<file path="config.mk">
export PLATFORM = sky130hd
export DESIGN_NAME = tbcd_div
export DESIGN_NICKNAME = d
export VERILOG_FILES = /design/src/design/tbcd_pkg.sv /design/src/design/tbcd_div.sv
export SDC_FILE = /design/constraint.sdc
export NUM_CORES = 1
export LEC_CHECK = 0
export ABC_AREA = 1
export BUFFER_PORTS_ARGS = -buffer_cell sky130_fd_sc_hd__buf_2
export CAP_MARGIN = 40
export CORE_UTILIZATION = 60
export CTS_CLUSTER_SIZE = 24
export DETAILED_ROUTE_END_ITERATION = 6
export PLACE_DENSITY = 0.82
export SLEW_MARGIN = 10
export SYNTH_ARGS = -nofsm -noshare
export SYNTH_HDL_FRONTEND = slang
export SYNTH_SLANG_ARGS = --single-unit
</file>
<file path="constraint.sdc">
create_clock -name clk_i -period 3.16 [get_ports clk_i]
set_clock_uncertainty 0.2 [all_clocks]
set_input_delay 0.158 -clock clk_i [delete_from_list [all_inputs] [get_ports clk_i]]
set_output_delay 0.158 -clock clk_i [all_outputs]
set_load 0.03 [all_outputs]
</file>
<file path="src/design/tbcd_pkg.sv">
`timescale 1ns / 1ps

package tbcd_pkg;

  // Internal word widths, sized for the widest sample format (32 bits)
  localparam int STATE_W = 32;   // filter state words
  localparam int SUM_W   = 34;   // left + right + dope offset
  localparam int BAND_W  = 35;   // band value and filter differences
  localparam int MUL_A_W = 35;   // signed multiplier operand
  localparam int MUL_B_W = 32;   // unsigned multiplier operand
  localparam int PROD_W  = MUL_A_W + MUL_B_W + 1;
  localparam int ROUND_W = 37;   // state plus rounded correction
  localparam int SIDE_W  = 36;   // rounded side term
  localparam int DEN_W   = 51;   // soft clip denominator
  localparam int TRIM_W  = 47;   // rounded trim product
  localparam int MIX_W   = 50;   // band mix accumulator
  localparam int CFG_W   = 32;
  localparam int GAIN_W  = 18;
  localparam int COEF_W  = 16;

  // Register map
  localparam logic [2:0] REG_CROSSOVER  = 3'd0;
  localparam logic [2:0] REG_DRIVE_LOW  = 3'd1;
  localparam logic [2:0] REG_DRIVE_MID  = 3'd2;
  localparam logic [2:0] REG_DRIVE_HIGH = 3'd3;
  localparam logic [2:0] REG_TRIM_LOW   = 3'd4;
  localparam logic [2:0] REG_TRIM_MID   = 3'd5;
  localparam logic [2:0] REG_TRIM_HIGH  = 3'd6;
  localparam logic [2:0] REG_SIDE_GAIN  = 3'd7;

  // Register defaults
  localparam logic [CFG_W-1:0]  RST_CROSSOVER  = 32'd14038323;
  localparam logic [CFG_W-1:0]  RST_DRIVE_LOW  = 32'd19152;
  localparam logic [CFG_W-1:0]  RST_DRIVE_MID  = 32'd1298;
  localparam logic [CFG_W-1:0]  RST_DRIVE_HIGH = 32'd463;
  localparam logic [CFG_W-1:0]  RST_TRIM       = 32'd0;
  localparam logic [GAIN_W-1:0] RST_SIDE_GAIN  = 18'd65536;

  // Divider status toward the sequencer
  typedef struct packed {
    logic busy;
    logic done;
  } div_stat_t;

endpackage

</file>
<file path="src/design/tbcd_div.sv">
`timescale 1ns / 1ps

module tbcd_div #(
  parameter int QUO_W = 25
) (
  input  logic                          clk_i,
  input  logic                          rst_ni,
  input  logic                          start_i,
  input  logic [QUO_W-1:0]              mag_i,
  input  logic [tbcd_pkg::DEN_W-1:0]    den_i,
  output logic [QUO_W-1:0]              quo_o,
  output tbcd_pkg::div_stat_t           stat_o
);
  import tbcd_pkg::*;

  localparam int CNT_W = $clog2(QUO_W + 1);

  logic             busy_q;
  logic [CNT_W-1:0] cnt_q;
  logic [DEN_W-1:0] rem_q, rem_d;
  logic [QUO_W-1:0] work_q, work_d;
  logic [DEN_W:0]   shifted;
  logic [DEN_W:0]   diff;
  logic             fits;

  // One restoring step: bring in the next dividend bit, try the subtract
  assign shifted = {rem_q, work_q[QUO_W-1]};
  assign diff    = shifted - {1'b0, den_i};
  assign fits    = shifted >= {1'b0, den_i};
  assign rem_d   = fits ? diff[DEN_W-1:0] : shifted[DEN_W-1:0];
  assign work_d  = {work_q[QUO_W-2:0], fits};

  // Sequence the steps, one quotient bit per clock
  always_ff @(posedge clk_i or negedge rst_ni) begin
    if (!rst_ni) begin
      busy_q <= 1'b0;
      cnt_q  <= '0;
    end else if (start_i) begin
      busy_q <= 1'b1;
      cnt_q  <= CNT_W'(QUO_W);
    end else if (busy_q) begin
      cnt_q  <= cnt_q - 1'b1;
      busy_q <= cnt_q != CNT_W'(1);
    end
  end

  // Dividend is mag shifted up by QUO_W-2; the top part starts the remainder
  always_ff @(posedge clk_i) begin
    if (start_i) begin
      rem_q  <= DEN_W'(mag_i >> 2);
      work_q <= {mag_i[1:0], {(QUO_W - 2){1'b0}}};
    end else if (busy_q) begin
      rem_q  <= rem_d;
      work_q <= work_d;
    end
  end

  assign quo_o       = work_q;
  assign stat_o.busy = busy_q;
  assign stat_o.done = busy_q && (cnt_q == CNT_W'(1));

endmodule
</file>
After elaboration in Yosys (flattened, before gate mapping):

Cells that the tools add are included.

* add/sub/neg operators: 2
* magnitude comparators: 1
* equal/unequal tests: 2
* muxes and demuxes: 9
* reduce and logical (&&, ||, !) cells: 2

Operator list (count)
* 52-bit by 51-bit greater-or-equal comparator with 1-bit output: 1
* 51-bit two-way mux: 1
* 51-bit subtractor: 1
* 25-bit two-way mux: 2
* 23-bit two-way mux: 2
* 5-bit two-way mux: 2
* 5-bit by 1-bit equality test with 1-bit output (second input constant): 1
* 5-bit by 1-bit inequality test with 1-bit output (second input constant): 1
* 5-bit by 1-bit subtractor with 5-bit output (second input constant): 1
* 1-bit two-way mux: 2
* 2-bit nonzero test: 1
* 1-bit logical AND: 1

* register bits after elaboration: 82
* bits of input ports: 79
* output and inout port bits: 27
* word-level logic and storage cells: 22

Depth between registers and ports, before layout:

* word-level depth: 4
* depth in mapped cells: 18
* mapped depth without buffers: 18

Worst setup path before layout:

No wires, ideal clock.

* path type: register to register
* start: register work_q[24], in the netlist quo_o[24]
* end: register rem_q[20] (data pin)
* library setup time: 0.253 ns
* arrival: 2.247 ns
* path slack: 0.460 ns
* stages on the path, launching flop included: 16
* buffers on the path: 2
* period minus slack after synthesis: 2.700 ns
* cells stage by stage: edfxtp_1 inv_1 ha_1 fa_1 inv_1 nand3_1 nand3_1 nand3_1 nand3_1 nand2_2 nand3_2 buf_6 buf_6 nand2_1 nand3_1 nand2_1

* word-level cells in the longest chain between the ends: 4

Ends and longest elaborated chain
* start: declaration: RTL line tbcd_div.sv:21 `logic [QUO_W-1:0] work_q, work_d;`
* start signal: assignment: RTL line tbcd_div.sv:51 `work_q <= {mag_i[1:0], {(QUO_W - 2){1'b0}}};`
* start signal: assignment: RTL line tbcd_div.sv:54 `work_q <= work_d;`
* 51-bit subtractor or 52-bit by 51-bit greater-or-equal comparator with 1-bit output (tied branches): RTL line tbcd_div.sv:28, tbcd_div.sv:29
* 51-bit two-way mux (*): RTL line tbcd_div.sv:30 `assign rem_d = fits ? diff[DEN_W-1:0] : shifted[DEN_W-1:0];`
* 23-bit two-way mux (*): RTL line tbcd_div.sv:52 `end else if (busy_q) begin`
* 23-bit two-way mux (*): RTL line tbcd_div.sv:49 `if (start_i) begin`
* end signal: assignment: RTL line tbcd_div.sv:50 `rem_q <= DEN_W'(mag_i >> 2);`
* end signal: assignment: RTL line tbcd_div.sv:53 `rem_q <= rem_d;`
* end: declaration: RTL line tbcd_div.sv:20 `logic [DEN_W-1:0] rem_q, rem_d;`

Mark *: on every way between the ends. The rest lies on a longest branch, timed or not. The select of a mux whose other input is x is not followed.
A chain may end at the register's enable or synchronous reset.

Worst setup path in the final report:

* start: register rem_q[14]
* end: register rem_q[21] (data pin)

* word-level cells in the longest chain between the ends: 4

Ends and longest elaborated chain (RTL line)
* 51-bit subtractor or 52-bit by 51-bit greater-or-equal comparator with 1-bit output (tied branches): tbcd_div.sv:28, tbcd_div.sv:29
* 51-bit two-way mux (*): tbcd_div.sv:30
* 23-bit two-way mux (*): tbcd_div.sv:52
* 23-bit two-way mux (*): tbcd_div.sv:49

Marks and branches as above.

==> results_dict.tcl <==
set metrics [dict create \
    outcome "finished, violations left" \
    violations "design-rule violations" \
    clk_pin_slew_ps 70 \
    grt_use_total_pct 36.8 \
    grt_pass1_vias 8747 \
    drt_iter0_drc 768 \
    synthCells 1462 \
    finalNetCount 1717 \
    synthTopCellsByCount "563 x nand2_1, 318 x inv_1, 100 x nand3_1" \
    yosysTopAreaCell "nand2_1" \
    syn_area_per_cell_um2 5.68 \
    p_per_area_nw_per_um2 821 \
    core-area_um2 13300 \
    synthMuxAreaShare_pct 0 \
    std_cell_rows 42 \
    cts_sinks 82 \
    fmax_ghz 0.331 \
    yosysSeqAreaShare_pct 23.1 \
    crit_path_end_kind "flip-flop" \
    place_area_um2 8990 \
    design_area_um2 9560 \
    gp_congestion 0.982 \
    clock_latency_ps 360 \
    hold-path-endpoint "rem_q[0]" \
    area_growth_pct 15.1 \
    n_fill_cell 1243 \
    synth_warnings 0 \
    post_cts_buffers 0 \
    vias 9276 \
    port_buffers 105 \
    slew_violations 0 \
    period_needed_ps 3030 \
    timing.critical_path.from "rem_q[14]" \
    worstSetupPathType "reg -> reg" \
    yosysMostFrequentCell "nand2_1" \
    die_height_um 120 \
    r2r_start "rem_q[14]" \
    synth_top_family_by_area "simple AND/OR/NAND/NOR gates" \
    ctsLongestPathBuffers 2 \
    h-tree-depth 3 \
    ys_async_sr_fraction_pct 7.32 \
    die_x_um 120 \
    finalWirelength_um 25700 \
    synth-xor-area-share_pct 2.53 \
    irDropWorstVdd_mv 0.521 \
    timing.reg2reg.setup_slack_ps 130 \
    netlist.area_leader.share_pct 25.4 \
    grt_antenna_before_repair 0 \
    drc 1 \
    synth-edff-count 25 \
    cp.arrival_ps 2930 \
    grt_start_max_net_pins 39 \
    vias_per_cell 5.26 \
    holdCritStartpoint "den_i[0]" \
    drive_above_1_share_pct 10.1 \
    cts-root-buf "clkbuf_16" \
    dp_hpwl_um 19500 \
    numCtsBuffers 9 \
    ant_nets 0 \
    start_util_pct 62.2 \
    synth_fa_ha_area_share_pct 8.22 \
    yosys.area_share.simple_pct 42.5 \
    power_leakage_nw 5.63 \
    reg2reg_depth 12 \
    grt_pass1_wl_um 41800 \
    firstDrtPassIters 7 \
    critPathLaunchType "flip-flop" \
    synth_area_um2 8310 \
    n_antenna_cell 0 \
    ys_ff_latch 82 \
    avgRoutedWirePerCell_um 14.6 \
    synth_ff_type "dfxtp_1" \
    hold_viol_final 0 \
    hold_path_class "in -> reg" \
    synth.net_count 1595 \
    die_area_um2 14300 \
    slew_headroom_pct 65.2 \
    fin_crit_sh_pct 95.7 \
    cts_tree "built" \
    worst_pin_slew_ps 522 \
    cp_data_required_time_ps 3060 \
    synth_cell_types 37 \
    synth-compound-area-share_pct 6.70 \
    synth_area_leaders "nand2_1 25%, inv_1 14%, dfxtp_1 12%" \
    cap_violations 0 \
    timing.rr.end "rem_q[21]" \
    post-route-util_pct 71.6 \
    io_pins 106 \
    grt_overflow_total 0 \
    min_path_cells 5 \
    crit_path_max_fanout 38 \
    finalSetupViolCount 0 \
]
worst max path at each step:
stage | endpoint | depth (start not counted)
final | rem_q[21] | 12
after global routing | rem_q[14] | 12
after CTS | rem_q[21] | 12
after detailed placement | rem_q[20] | 12
after global placement | rem_q[18] | 12
after floorplan | rem_q[20] | 15
final cells by class:
| class | count | area [um^2] | area share (%) |
|---|---|---|---|
| repair buffers | 146 | 935 | 9.77 |
| clock buffers | 10 | 229 | 2.39 |
| multi-input cells | 1022 | 5000 | 52.3 |
| flip-flops and latches | 82 | 1920 | 20.1 |
| inverters | 323 | 1210 | 12.7 |
| well taps | 176 | 220 | 2.30 |
| clock inverters | 6 | 47.5 | 0.497 |
placed cells by master (no fill, tap or decap), types with 2 or more instances in the layout:
cell type / synthesis / layout
edfxtp_1: 25 / 25
nand3b_1: 5 / 5
dlygate4sd3_1: 0 / 28
dfrtp_1: 6 / 6
inv_6: 0 / 2
inv_1: 318 / 317
xnor2_1: 20 / 20
nor2_2: 9 / 11
buf_2: 11 / 105
o21ai_1: 7 / 7
a21oi_1: 43 / 43
clkbuf_16: 0 / 9
buf_12: 0 / 2
inv_2: 5 / 6
nand2_2: 5 / 5
nand2_1: 563 / 563
xor2_1: 4 / 4
and2_1: 3 / 3
o21ai_0: 17 / 17
ha_1: 53 / 53
dfxtp_1: 51 / 51
nor3_1: 3 / 3
clkinvlp_4: 0 / 2
o22ai_1: 23 / 23
nand4_1: 50 / 50
nor2_1: 97 / 95
nand3_1: 100 / 100
o21bai_1: 6 / 6
nor3_2: 2 / 2
buf_4: 4 / 10
nor4_1: 4 / 4
cells by family (layout without fill, tap and decap cells):
family | Yosys count | after routing
AOI/OAI and AO/OA | 100 | 100
DFF | 82 | 82
adders and majority gates | 54 | 54
xor gates and xnor gates | 24 | 24
and+or+nand+nor | 844 | 844
buffers and inverters | 358 | 485
per-layer routing:
| metal | up-vias | track usage [%] | wire, um |
|---|---|---|---|
| met5 | - | 0 | 0 |
| met4 | 0 | 12.7 | 667 |
| met3 | 46 | 5.85 | 1980 |
| met2 | 387 | 60.7 | 11600 |
| met1 | 4112 | 48.7 | 11500 |
| li1 | 4731 | - | - |
flip-flops by register name (all words and copies together) (netlist names):
signal,count
quo_o,25
busy_q,1
rem_q,51
cnt_q,5
critical path: stages (launching register included):
cell and delay [ps]:
edfxtp_1 420, ha_1 350, nand2_1 150, inv_1 50, nand2_1 60, nand2_1 80, a21oi_1 270, nand3_1 300
nand2_2 190, clkbuf_8 340, nand4_1 140, nand3_1 130, nand2_1 60
through the flow:
step | TNS [ps] | total power [mW] | setup slack [ps] | hold WS [ps] | cells
floorplan | 0 | 5.39 | 460 | -338 | 1462
global placement | 0 | 6.60 | 230 | -212 | 1721
detailed placement | 0 | 6.66 | 134 | -212 | 1721
CTS | 0 | 7.74 | 113 | 171 | 1765
global route | -6.94 | 8.56 | -6.94 | 187 | 1765
finish | 0 | 7.85 | 135 | 180 | 1765
power breakdown:
group / switching [mW] / leakage (nW) / internal, mW
combinational: 3.38 / 4.74 / 1.77
sequential: 0.224 / 0.753 / 1.43
clock: 0.506 / 0.130 / 0.542
repair_timing:
item                       CTS  global route
hold buffers                28             0
setup endpoints to repair    0            16
resized for setup            0             3
hold endpoints to repair    32             0
Note: power is estimated with default switching activity, not from simulation.
